File: config.mk
export PLATFORM = sky130hd
export DESIGN_NAME = ascii_decimal_to_fixed_parser
export DESIGN_NICKNAME = d
export VERILOG_FILES = /design/src/rtl/adtf_pkg.sv /design/src/rtl/adtf_scan.sv /design/src/rtl/adtf_div.sv /design/src/rtl/ascii_decimal_to_fixed_parser.sv
export VERILOG_INCLUDE_DIRS = /design/src /design/src/rtl
export SDC_FILE = /design/constraint.sdc
export NUM_CORES = 1
export LEC_CHECK = 0
export BUFFER_PORTS_ARGS = -buffer_cell sky130_fd_sc_hd__buf_2
export CORE_UTILIZATION = 55
export DETAILED_ROUTE_END_ITERATION = 7
export PLACE_DENSITY = 0.77
export SLEW_MARGIN = 20
export SYNTH_ARGS = -nofsm -noshare
export SYNTH_HDL_FRONTEND = slang
export SYNTH_HIERARCHICAL = 1
export SYNTH_SLANG_ARGS = --single-unit
File: constraint.sdc
create_clock -name i_clk -period 8 [get_ports i_clk]
set_input_delay 1.2 -clock i_clk [delete_from_list [all_inputs] [get_ports i_clk]]
set_output_delay 1.2 -clock i_clk [all_outputs]
set_load 0.01 [all_outputs]
File: src/rtl/ascii_decimal_to_fixed_parser_defines.svh
// Assertion macros used by the parser top level.
`ifndef ASCII_DECIMAL_TO_FIXED_PARSER_DEFINES_SVH
`define ASCII_DECIMAL_TO_FIXED_PARSER_DEFINES_SVH
`ifndef SYNTHESIS
// check gated off while reset is held
`define ADTF_ASSERT(lbl, prop, msg) \
    lbl: assert property (@(posedge i_clk) disable iff (!i_rst_n) prop) else $error(msg);
// check that also covers the reset cycles
`define ADTF_ASSERT_ALWAYS(lbl, prop, msg) \
    lbl: assert property (@(posedge i_clk) prop) else $error(msg);
`else
`define ADTF_ASSERT(lbl, prop, msg)
`define ADTF_ASSERT_ALWAYS(lbl, prop, msg)
`endif
`endif

File: src/rtl/adtf_pkg.sv
// Types, constants and helper functions for the ASCII decimal parser.
package adtf_pkg;

    // number format
    localparam int INT_BITS        = 16;
    localparam int FRAC_BITS       = 16;
    localparam int MAX_FRAC_DIGITS = 9;
    localparam int VAL_W           = 32;
    localparam int INT_W           = INT_BITS - 1;
    localparam int FACC_W          = 30;
    localparam int FDIG_W          = 4;
    localparam int CNT_W           = $clog2(FRAC_BITS + 1);

    // character codes
    localparam logic [7:0] CH_NUL   = 8'h00;
    localparam logic [7:0] CH_SPACE = 8'h20;
    localparam logic [7:0] CH_TAB   = 8'h09;
    localparam logic [7:0] CH_CR    = 8'h0D;
    localparam logic [7:0] CH_PLUS  = 8'h2B;
    localparam logic [7:0] CH_MINUS = 8'h2D;
    localparam logic [7:0] CH_POINT = 8'h2E;
    localparam logic [7:0] CH_0     = 8'h30;
    localparam logic [7:0] CH_9     = 8'h39;

    // scan phase
    typedef enum logic [1:0] {
        PH_BLANK,
        PH_INT,
        PH_FRAC,
        PH_DONE
    } t_phase;

    // top-level sequencer state
    typedef enum logic [0:0] {
        ST_SCAN,
        ST_DIV
    } t_state;

    // scanner results handed to the sequencer at the terminating byte
    typedef struct packed {
        logic                negative;
        logic [INT_W-1:0]    int_acc;
        logic                int_ovf;
        logic [FACC_W-1:0]   frac_acc;
        logic [FDIG_W-1:0]   frac_digits;
        logic                fmt_ok;
    } t_snap;

    // 10^n for the fraction divisor
    function automatic logic [FACC_W-1:0] pow10(input logic [FDIG_W-1:0] n);
        logic [FACC_W-1:0] r;
        case (n)
            4'd0:    r = FACC_W'(1);
            4'd1:    r = FACC_W'(10);
            4'd2:    r = FACC_W'(100);
            4'd3:    r = FACC_W'(1000);
            4'd4:    r = FACC_W'(10000);
            4'd5:    r = FACC_W'(100000);
            4'd6:    r = FACC_W'(1000000);
            4'd7:    r = FACC_W'(10000000);
            4'd8:    r = FACC_W'(100000000);
            4'd9:    r = FACC_W'(1000000000);
            default: r = FACC_W'(1);
        endcase
        return r;
    endfunction

endpackage

File: src/rtl/adtf_scan.sv
// Character scanner: blank skip, sign, integer and fraction accumulation, format check.
module adtf_scan (
    input  logic                i_clk,
    input  logic                i_rst_n,
    input  logic                i_en,      // accepted byte
    input  logic [7:0]          i_ch,
    output adtf_pkg::t_snap     o_snap
);

    adtf_pkg::t_phase r_phase, n_phase;
    logic                            r_neg, n_neg;
    logic [adtf_pkg::INT_W-1:0]      r_int, n_int;
    logic                            r_ovf, n_ovf;
    logic [adtf_pkg::FACC_W-1:0]     r_frac, n_frac;
    logic [adtf_pkg::FDIG_W-1:0]     r_fdig, n_fdig;
    logic [1:0]                      r_plus, n_plus;
    logic [1:0]                      r_minus, n_minus;
    logic [1:0]                      r_point, n_point;
    logic                            r_bad, n_bad;

    logic                            is_digit, is_blank, is_sign;
    logic                            is_term;
    logic [3:0]                      digit;
    logic [adtf_pkg::INT_W+3:0]      int_wide;
    logic                            int_sat;
    logic [adtf_pkg::FACC_W-1:0]     frac_next;
    logic                            take_int, take_frac;

    // character classes
    always_comb begin
        is_digit  = (i_ch >= adtf_pkg::CH_0) && (i_ch <= adtf_pkg::CH_9);
        is_blank  = (i_ch == adtf_pkg::CH_SPACE) ||
                    ((i_ch >= adtf_pkg::CH_TAB) && (i_ch <= adtf_pkg::CH_CR));
        is_sign   = (i_ch == adtf_pkg::CH_PLUS) || (i_ch == adtf_pkg::CH_MINUS);
        is_term   = (i_ch == adtf_pkg::CH_NUL);
        digit     = 4'(i_ch - adtf_pkg::CH_0);
    end

    // phase transitions
    always_comb begin
        n_phase = r_phase;
        if (i_en) begin
            if (is_term) begin
                n_phase = adtf_pkg::PH_BLANK;
            end else begin
                unique case (r_phase)
                    adtf_pkg::PH_BLANK: begin
                        if (is_blank) n_phase = adtf_pkg::PH_BLANK;
                        else if (is_sign || is_digit) n_phase = adtf_pkg::PH_INT;
                        else if (i_ch == adtf_pkg::CH_POINT) n_phase = adtf_pkg::PH_FRAC;
                        else n_phase = adtf_pkg::PH_DONE;
                    end
                    adtf_pkg::PH_INT: begin
                        if (is_digit) n_phase = adtf_pkg::PH_INT;
                        else if (i_ch == adtf_pkg::CH_POINT) n_phase = adtf_pkg::PH_FRAC;
                        else n_phase = adtf_pkg::PH_DONE;
                    end
                    adtf_pkg::PH_FRAC: begin
                        if (!is_digit) n_phase = adtf_pkg::PH_DONE;
                    end
                    default: n_phase = adtf_pkg::PH_DONE;
                endcase
            end
        end
    end

    // digit accumulation: x*10 + d as two shifts and two adds
    always_comb begin
        int_wide  = ({4'b0, r_int} << 3) + ({4'b0, r_int} << 1) +
                    (adtf_pkg::INT_W + 4)'(digit);
        int_sat   = int_wide > {4'b0, {adtf_pkg::INT_W{1'b1}}};
        frac_next = (r_frac << 3) + (r_frac << 1) + adtf_pkg::FACC_W'(digit);
        take_int  = is_digit && ((r_phase == adtf_pkg::PH_BLANK) ||
                                 (r_phase == adtf_pkg::PH_INT));
        take_frac = is_digit && (r_phase == adtf_pkg::PH_FRAC) &&
                    (r_fdig < adtf_pkg::FDIG_W'(adtf_pkg::MAX_FRAC_DIGITS));
    end

    // datapath and format counters
    always_comb begin
        n_neg   = r_neg;
        n_int   = r_int;
        n_ovf   = r_ovf;
        n_frac  = r_frac;
        n_fdig  = r_fdig;
        n_plus  = r_plus;
        n_minus = r_minus;
        n_point = r_point;
        n_bad   = r_bad;
        if (i_en) begin
            if (is_term) begin
                n_neg   = 1'b0;
                n_int   = '0;
                n_ovf   = 1'b0;
                n_frac  = '0;
                n_fdig  = '0;
                n_plus  = '0;
                n_minus = '0;
                n_point = '0;
                n_bad   = 1'b0;
            end else begin
                if (i_ch == adtf_pkg::CH_PLUS) begin
                    if (r_plus != 2'd2) n_plus = r_plus + 2'd1;
                end else if (i_ch == adtf_pkg::CH_MINUS) begin
                    if (r_minus != 2'd2) n_minus = r_minus + 2'd1;
                end else if (i_ch == adtf_pkg::CH_POINT) begin
                    if (r_point != 2'd2) n_point = r_point + 2'd1;
                end else if (!is_digit) begin
                    n_bad = 1'b1;
                end
                if (is_sign && (r_phase == adtf_pkg::PH_BLANK)) begin
                    n_neg = (i_ch == adtf_pkg::CH_MINUS);
                end
                if (take_int) begin
                    if (int_sat) begin
                        n_int = {adtf_pkg::INT_W{1'b1}};
                        n_ovf = 1'b1;
                    end else begin
                        n_int = int_wide[adtf_pkg::INT_W-1:0];
                    end
                end
                if (take_frac) begin
                    n_frac = frac_next;
                    n_fdig = r_fdig + adtf_pkg::FDIG_W'(1);
                end
            end
        end
    end

    // state registers
    always_ff @(posedge i_clk) begin
        if (!i_rst_n) begin
            r_phase <= adtf_pkg::PH_BLANK;
            r_neg   <= 1'b0;
            r_int   <= '0;
            r_ovf   <= 1'b0;
            r_frac  <= '0;
            r_fdig  <= '0;
            r_plus  <= '0;
            r_minus <= '0;
            r_point <= '0;
            r_bad   <= 1'b0;
        end else begin
            r_phase <= n_phase;
            r_neg   <= n_neg;
            r_int   <= n_int;
            r_ovf   <= n_ovf;
            r_frac  <= n_frac;
            r_fdig  <= n_fdig;
            r_plus  <= n_plus;
            r_minus <= n_minus;
            r_point <= n_point;
            r_bad   <= n_bad;
        end
    end

    // snapshot for the sequencer
    always_comb begin
        o_snap.negative    = r_neg;
        o_snap.int_acc     = r_int;
        o_snap.int_ovf     = r_ovf;
        o_snap.frac_acc    = r_frac;
        o_snap.frac_digits = r_fdig;
        o_snap.fmt_ok      = !r_bad && (r_point <= 2'd1) && (r_plus <= 2'd1) &&
                             (r_minus <= 2'd1) && !((r_plus == 2'd1) && (r_minus == 2'd1));
    end

endmodule

File: src/rtl/adtf_div.sv
// Restoring divider, one quotient bit per cycle: frac * 2^FRAC_BITS / 10^digits.
module adtf_div (
    input  logic                              i_clk,
    input  logic                              i_rst_n,
    input  logic                              i_start,
    input  logic [adtf_pkg::FACC_W-1:0]       i_frac,
    input  logic [adtf_pkg::FDIG_W-1:0]       i_digits,
    output logic                              o_busy,
    output logic [adtf_pkg::FRAC_BITS-1:0]    o_quot
);

    logic                              r_busy, n_busy;
    logic [adtf_pkg::CNT_W-1:0]        r_cnt, n_cnt;
    logic [adtf_pkg::FACC_W-1:0]       r_rem, n_rem;
    logic [adtf_pkg::FACC_W-1:0]       r_div, n_div;
    logic [adtf_pkg::FRAC_BITS-1:0]    r_quot, n_quot;

    logic [adtf_pkg::FACC_W:0]         trial;
    logic                              ge;

    // one shift-compare-subtract step; remainder stays below the divisor
    always_comb begin
        trial = {r_rem, 1'b0};
        ge    = trial >= {1'b0, r_div};
    end

    // step control
    always_comb begin
        n_busy = r_busy;
        n_cnt  = r_cnt;
        n_rem  = r_rem;
        n_div  = r_div;
        n_quot = r_quot;
        if (i_start) begin
            n_busy = 1'b1;
            n_cnt  = adtf_pkg::CNT_W'(adtf_pkg::FRAC_BITS);
            n_rem  = i_frac;
            n_div  = adtf_pkg::pow10(i_digits);
            n_quot = '0;
        end else if (r_busy) begin
            n_rem  = ge ? adtf_pkg::FACC_W'(trial - {1'b0, r_div})
                        : trial[adtf_pkg::FACC_W-1:0];
            n_quot = {r_quot[adtf_pkg::FRAC_BITS-2:0], ge};
            n_cnt  = r_cnt - adtf_pkg::CNT_W'(1);
            n_busy = (r_cnt != adtf_pkg::CNT_W'(1));
        end
    end

    // control registers
    always_ff @(posedge i_clk) begin
        if (!i_rst_n) begin
            r_busy <= 1'b0;
            r_cnt  <= '0;
        end else begin
            r_busy <= n_busy;
            r_cnt  <= n_cnt;
        end
    end

    // operand registers
    always_ff @(posedge i_clk) begin
        r_rem  <= n_rem;
        r_div  <= n_div;
        r_quot <= n_quot;
    end

    assign o_busy = r_busy;
    assign o_quot = r_quot;

endmodule

File: src/rtl/ascii_decimal_to_fixed_parser.sv
// Top level: ASCII decimal string to signed Q16.16 parser.
// Non-zero bytes: one transfer per cycle while scanning, no result.
// Zero byte: result valid after its transfer, 16 divider steps and one output load that
// waits for the output to free; input not ready from that transfer until the load.
// A waiting result does not stop byte transfers; the next zero byte holds the input until
// the output frees. Synchronous active-low reset clears the scan state and output valid.
`include "ascii_decimal_to_fixed_parser_defines.svh"
module ascii_decimal_to_fixed_parser (
    input  logic        i_clk,
    input  logic        i_rst_n,
    input  logic        i_s_axis_tvalid,
    output logic        o_s_axis_tready,
    input  logic [7:0]  i_s_axis_tdata,   // [7:0] ch
    output logic        o_m_axis_tvalid,
    input  logic        i_m_axis_tready,
    output logic [31:0] o_m_axis_tdata,   // [31:0] value
    output logic [1:0]  o_m_axis_tuser    // [0] valid_res, [1] overflow
);

    adtf_pkg::t_state                  r_state, n_state;
    adtf_pkg::t_snap                   snap;

    logic                              in_xfer;
    logic                              term_xfer;
    logic                              div_start;
    logic                              div_busy;
    logic [adtf_pkg::FRAC_BITS-1:0]    div_quot;
    logic                              out_free;
    logic                              out_load;

    logic                              r_neg;
    logic [adtf_pkg::INT_W-1:0]        r_int;
    logic                              r_ovf;
    logic                              r_ok;

    logic                              r_m_tvalid;
    logic [adtf_pkg::VAL_W-1:0]        r_m_value;
    logic [1:0]                        r_m_user;
    logic [adtf_pkg::VAL_W-1:0]        mag;

    adtf_scan u_scan (
        .i_clk   (i_clk),
        .i_rst_n (i_rst_n),
        .i_en    (in_xfer),
        .i_ch    (i_s_axis_tdata),
        .o_snap  (snap)
    );

    adtf_div u_div (
        .i_clk    (i_clk),
        .i_rst_n  (i_rst_n),
        .i_start  (div_start),
        .i_frac   (snap.frac_acc),
        .i_digits (snap.frac_digits),
        .o_busy   (div_busy),
        .o_quot   (div_quot)
    );

    assign in_xfer   = i_s_axis_tvalid && o_s_axis_tready;
    assign term_xfer = in_xfer && (i_s_axis_tdata == adtf_pkg::CH_NUL);
    assign out_free  = !r_m_tvalid || i_m_axis_tready;

    // sequencer next state
    always_comb begin
        n_state = r_state;
        unique case (r_state)
            adtf_pkg::ST_SCAN: begin
                if (term_xfer) n_state = adtf_pkg::ST_DIV;
            end
            adtf_pkg::ST_DIV: begin
                if (!div_busy && out_free) n_state = adtf_pkg::ST_SCAN;
            end
            default: n_state = adtf_pkg::ST_SCAN;
        endcase
    end

    // sequencer outputs
    always_comb begin
        o_s_axis_tready = 1'b0;
        div_start       = 1'b0;
        out_load        = 1'b0;
        unique case (r_state)
            adtf_pkg::ST_SCAN: begin
                o_s_axis_tready = 1'b1;
                div_start       = term_xfer;
            end
            adtf_pkg::ST_DIV: begin
                out_load = !div_busy && out_free;
            end
            default: ;
        endcase
    end

    always_ff @(posedge i_clk) begin
        if (!i_rst_n) begin
            r_state <= adtf_pkg::ST_SCAN;
        end else begin
            r_state <= n_state;
        end
    end

    // hold integer part and flags while the fraction is divided
    always_ff @(posedge i_clk) begin
        if (div_start) begin
            r_neg <= snap.negative;
            r_int <= snap.int_acc;
            r_ovf <= snap.int_ovf;
            r_ok  <= snap.fmt_ok;
        end
    end

    // integer and fraction bits do not overlap, so the magnitude is a concatenation
    assign mag = adtf_pkg::VAL_W'({r_int, div_quot});

    // result register
    always_ff @(posedge i_clk) begin
        if (!i_rst_n) begin
            r_m_tvalid <= 1'b0;
        end else if (out_load) begin
            r_m_tvalid <= 1'b1;
        end else if (i_m_axis_tready) begin
            r_m_tvalid <= 1'b0;
        end
    end

    always_ff @(posedge i_clk) begin
        if (out_load) begin
            r_m_value <= r_neg ? (adtf_pkg::VAL_W'(0) - mag) : mag;
            r_m_user  <= {r_ovf, r_ok};
        end
    end

    assign o_m_axis_tvalid = r_m_tvalid;
    assign o_m_axis_tdata  = r_m_value;
    assign o_m_axis_tuser  = r_m_user;

    `ADTF_ASSERT(a_no_xfer_while_div, !(o_s_axis_tready && div_busy), "byte taken during divide")
    `ADTF_ASSERT(a_term_starts_div, term_xfer |=> div_busy, "divide not started")
    `ADTF_ASSERT(a_load_from_div, $rose(o_m_axis_tvalid) |-> $past(r_state == adtf_pkg::ST_DIV), "stray result")
    `ADTF_ASSERT_ALWAYS(a_reset_clears_out, !i_rst_n |=> !o_m_axis_tvalid, "result valid after reset")

endmodule
==> results.py <==
metrics = {
    "outcome": {
        "status": "complete, no violations",
    },
    "critical_path": {
        "critical_path_arrival_ns": 4.80,
        "r2r_cells": 13,
        "crit_slowest_cell": "nor4b_4",
        "r2r_slack_ns": 4.03,
        "crit_cells": 14,
        "r2r_end": "u_scan/r_int[3]",
        "critical_path.cell_chain": "buf_2, inv_1, fa_1, inv_1, ha_1, a211oi_2, o21ai_1, a211oi_2, o21ai_2, a21o_1, a21oi_2, xnor2_1, nor4b_4, a311oi_1",
        "critPathBufInv": 3,
        "r2r_start": "u_scan/r_int[0]",
        "endpoint_kind": "flip-flop",
        "setup.worst_path.end": "u_scan/r_int[3]",
        "start_kind": "input pin",
        "path_class": "in -> reg",
        "cp_slowest_stage_delay_ns": 0.81,
        "critPathLaunch": "i_s_axis_tdata[3]",
        "crit_family": "compound AO/OA/AOI/OAI gates",
        "crit_fanout": 16,
        "crit_required_ns": 8.26,
    },
    "sta": {
        "hold_viol_final": 0,
        "finalCritPeriodShare_pct": 56.76,
        "max_freq_mhz": 220.2,
        "fin_tns_setup_ns": 0,
        "period_minus_slack_ns": 4.541,
        "setup_viol": 0,
        "postLayoutSetupSlackWorst_ns": 3.459,
        "relSlewSlack_pct": 29.58,
        "rsz0062_at_grt": "no",
        "final_max_slew_viol_count": 0,
        "tightest_slew_ns": 1.049,
        "skew_ns": 0.01107,
    },
    "floorplan": {
        "die_w_um": 153.4,
        "core_mm2": 0.02257,
        "start_util_pct": 55.87,
        "ioPinCount": 48,
        "core.rowCount": 55,
        "chipHeight_um": 153.4,
        "die-area_mm2": 0.02354,
    },
    "detailed_routing": {
        "top_layer": "met4",
        "drtAntennaViolNets": 0,
        "wl_met1_mm": 12.32,
        "drc": 0,
        "via_count": 9873,
        "routedWlPerCell_um": 16.45,
        "finalWirelength_mm": 27.02,
        "wl_met3_mm": 1.056,
        "dr_wl_met2_mm": 13.30,
        "drt_iter0_markers": 586,
        "dr.pass1.iters": 5,
        "routed_via_density": 6.009,
    },
    "logic_synthesis": {
        "synth_top_flop_cell": "edfxtp_1",
        "synth-seq-area-share_pct": 38.34,
        "syn_inst": 1320,
        "syn_area_per_cell_um2": 9.554,
        "synth_seq_cells": 189,
        "syn-num-nets": 1467,
        "synth.distinct_cells": 82,
        "synth_edf_count": 105,
        "synthArstFlopShare_pct": 0,
        "yosysWarnings": 6,
        "synth_area_mm2": 0.01261,
    },
    "cts": {
        "clockBufferDepth": 2,
        "clk_pin_slew_ns": 0.07,
        "cts_setup_buffers": 0,
        "cts_hold_buf": 0,
        "clock-sinks": 189,
        "cts_resized": 0,
        "htreeDepth": 4,
        "cts-root-buf": "clkbuf_16",
        "cts_tree": "yes",
        "worst_skew_pair.late_latency_ns": 0.43,
        "numCtsBuffers": 17,
    },
    "place": {
        "dp_slack_ns": 3.019,
        "portBuffers": 47,
        "gp_congestion": 0.8852,
        "dp.final_hpwl_mm": 19.83,
    },
    "global_route": {
        "grt_pass1_vias": 9233,
        "grt_overflow": 0,
        "grt_usage_pct": 23.05,
        "antenna_found_initial": 1,
        "grt_first_pass_wirelength_mm": 44.39,
        "grt_max_degree": 93,
    },
    "power": {
        "ir_worst_vdd_uv": 118.3,
        "p_sw_share_pct": 22.41,
        "leakage_uw": 0.005508,
        "finalPower_uw": 1972,
        "clock_power_share_pct": 44.3,
        "p_comb_share_pct": 2.8,
        "p_sw_uw": 442.0,
        "pwr-share-seq_pct": 52.9,
        "p_int_uw": 1530,
        "p_per_area_mw_per_mm2": 144.6,
    },
    "cells_and_area": {
        "nets": 1491,
        "drive_above_1_share_pct": 8.917,
        "area_delta_synth_final_pct": 8.195,
        "postLayoutCoreUtil_pct": 60.45,
    },
    "worst_hold_path": {
        "worstHoldPathCells": 0,
        "hold_path.class": "reg -> reg",
    },
    "run": {
        "max_cap_violations": 0,
    },
}
## area by class of cell
| class | instances | area [um^2] |
|---|---|---|
| inverter | 75 | 281.5 |
| clock inverter | 14 | 171.4 |
| fill | 1932 | 8927 |
| clock buffer | 18 | 439.2 |
| antenna | 1 | 2.502 |
| tap | 285 | 356.6 |
| sequential | 189 | 4835 |
| timing repair buffer | 55 | 295.3 |
| multi-input combinational | 1006 | 7263 |
## power by group through the flow
stage	clock network (uW)	registers, uW	logic [uW]
final	874	1040	55.4
after global routing	929	1040	61.8
after CTS	891	1040	55.0
after detailed placement	0	1060	54.5
after global placement	0	1060	52.6
after floorplan	0	1060	40.0
## per-layer routing
| metal | up-vias | track usage (%) |
|---|---|---|
| li1 | 4933 | - |
| met1 | 4706 | 30.34 |
| met2 | 206 | 39.40 |
| met3 | 28 | 3.147 |
| met4 | 0 | 6.810 |
| met5 | - | 0 |
## layout by cell type, fill, tap and decap left out, drive strengths merged, types with 55 or more instances in the layout
| master | count |
|---|---|
| ha | 130 |
| nand2 | 113 |
| a21oi | 112 |
| edfxtp | 105 |
| nor2 | 99 |
| dfxtp | 84 |
| inv | 83 |
| xnor2 | 60 |
| o21ai | 59 |
| buf | 55 |
## cells by family (layout without fill, tap and decap cells)
group	count (synthesis)	in the layout	share of synthesized area (%)
muxes	26	26	2.064
DFF	189	189	38.34
and+or+nand+nor	385	385	15.44
AOI/OAI and AO/OA	368	368	19.89
buffers and inverters	125	162	4.187
other	0	1	0
adders and majority gates	135	135	13.69
xor gates and xnor gates	92	92	6.390
## stage by stage
stage	cell area (um^2)	cells	hold slack (ns)
2_1_floorplan	12610	1320	0.4003
3_3_place_gp	13030	1610	0.4033
3_5_place_dp	13030	1610	0.4045
4_1_cts	13640	1642	0.4168
5_1_grt	13640	1643	0.4208
6_report	13640	1643	0.4166
## synthesized netlist by cell type, types with 4 or more instances
| master | number | area (um^2) |
|---|---|---|
| ha_1 | 130 | 1627 |
| nand2_1 | 112 | 420.4 |
| a21oi_1 | 111 | 555.5 |
| edfxtp_1 | 105 | 3153 |
| nor2_1 | 99 | 371.6 |
| dfxtp_1 | 84 | 1682 |
| inv_1 | 75 | 281.5 |
| xnor2_1 | 60 | 525.5 |
| o21ai_0 | 55 | 275.3 |
| xor2_1 | 32 | 280.3 |
| nor3_1 | 31 | 155.2 |
| clkbuf_1 | 30 | 112.6 |
| a21o_1 | 28 | 210.2 |
| mux2i_1 | 26 | 260.3 |
| nand3_1 | 25 | 125.1 |
| a211oi_1 | 21 | 157.7 |
| nor2b_1 | 17 | 106.4 |
| nand3b_1 | 16 | 120.1 |
| o311ai_0 | 16 | 140.1 |
| nand2b_1 | 15 | 93.84 |
| a22oi_1 | 14 | 105.1 |
| o31ai_1 | 14 | 105.1 |
| a31oi_1 | 13 | 81.33 |
| o21a_1 | 13 | 97.59 |
| or3_1 | 12 | 75.07 |
| nand4_1 | 10 | 62.56 |
| o21bai_1 | 10 | 75.07 |
| a221o_1 | 8 | 80.08 |
| and3_1 | 8 | 50.05 |
| buf_2 | 7 | 35.03 |
| and2_1 | 6 | 37.54 |
| nor4_1 | 6 | 37.54 |
| o211ai_1 | 6 | 45.04 |
| o41ai_1 | 6 | 52.55 |
| a311oi_1 | 5 | 43.79 |
| a41oi_1 | 5 | 43.79 |
| fa_1 | 5 | 100.1 |
| o41ai_2 | 5 | 81.33 |
| a211oi_2 | 4 | 50.05 |
| and3b_1 | 4 | 35.03 |
| buf_1 | 4 | 15.01 |
| or2_2 | 4 | 25.02 |
## sequential cells by signal (all words and copies together), names as in the netlist, 2 cells and up
signal,flops
r_int,15
u_div/r_cnt,5
u_div/o_quot,16
u_scan/r_frac,30
u_scan/r_fdig,4
o_m_axis_tdata,32
u_scan/r_int,15
u_scan/r_minus,2
u_scan/r_phase,2
u_div/r_rem,30
u_div/r_div,23
u_scan/r_point,2
o_m_axis_tuser,2
u_scan/r_plus,2
## worst min-delay path by stage
stage          start                end  slack (ns)
5_1_grt        r_ovf  o_m_axis_tuser[1]        0.42
3_5_place_dp   r_ovf  o_m_axis_tuser[1]        0.40
4_1_cts        r_ovf  o_m_axis_tuser[1]        0.42
6_report       r_ovf  o_m_axis_tuser[1]        0.42
3_3_place_gp   r_ovf  o_m_axis_tuser[1]        0.40
2_1_floorplan   r_ok  o_m_axis_tuser[0]        0.40
(Power assumes the default switching activity.)
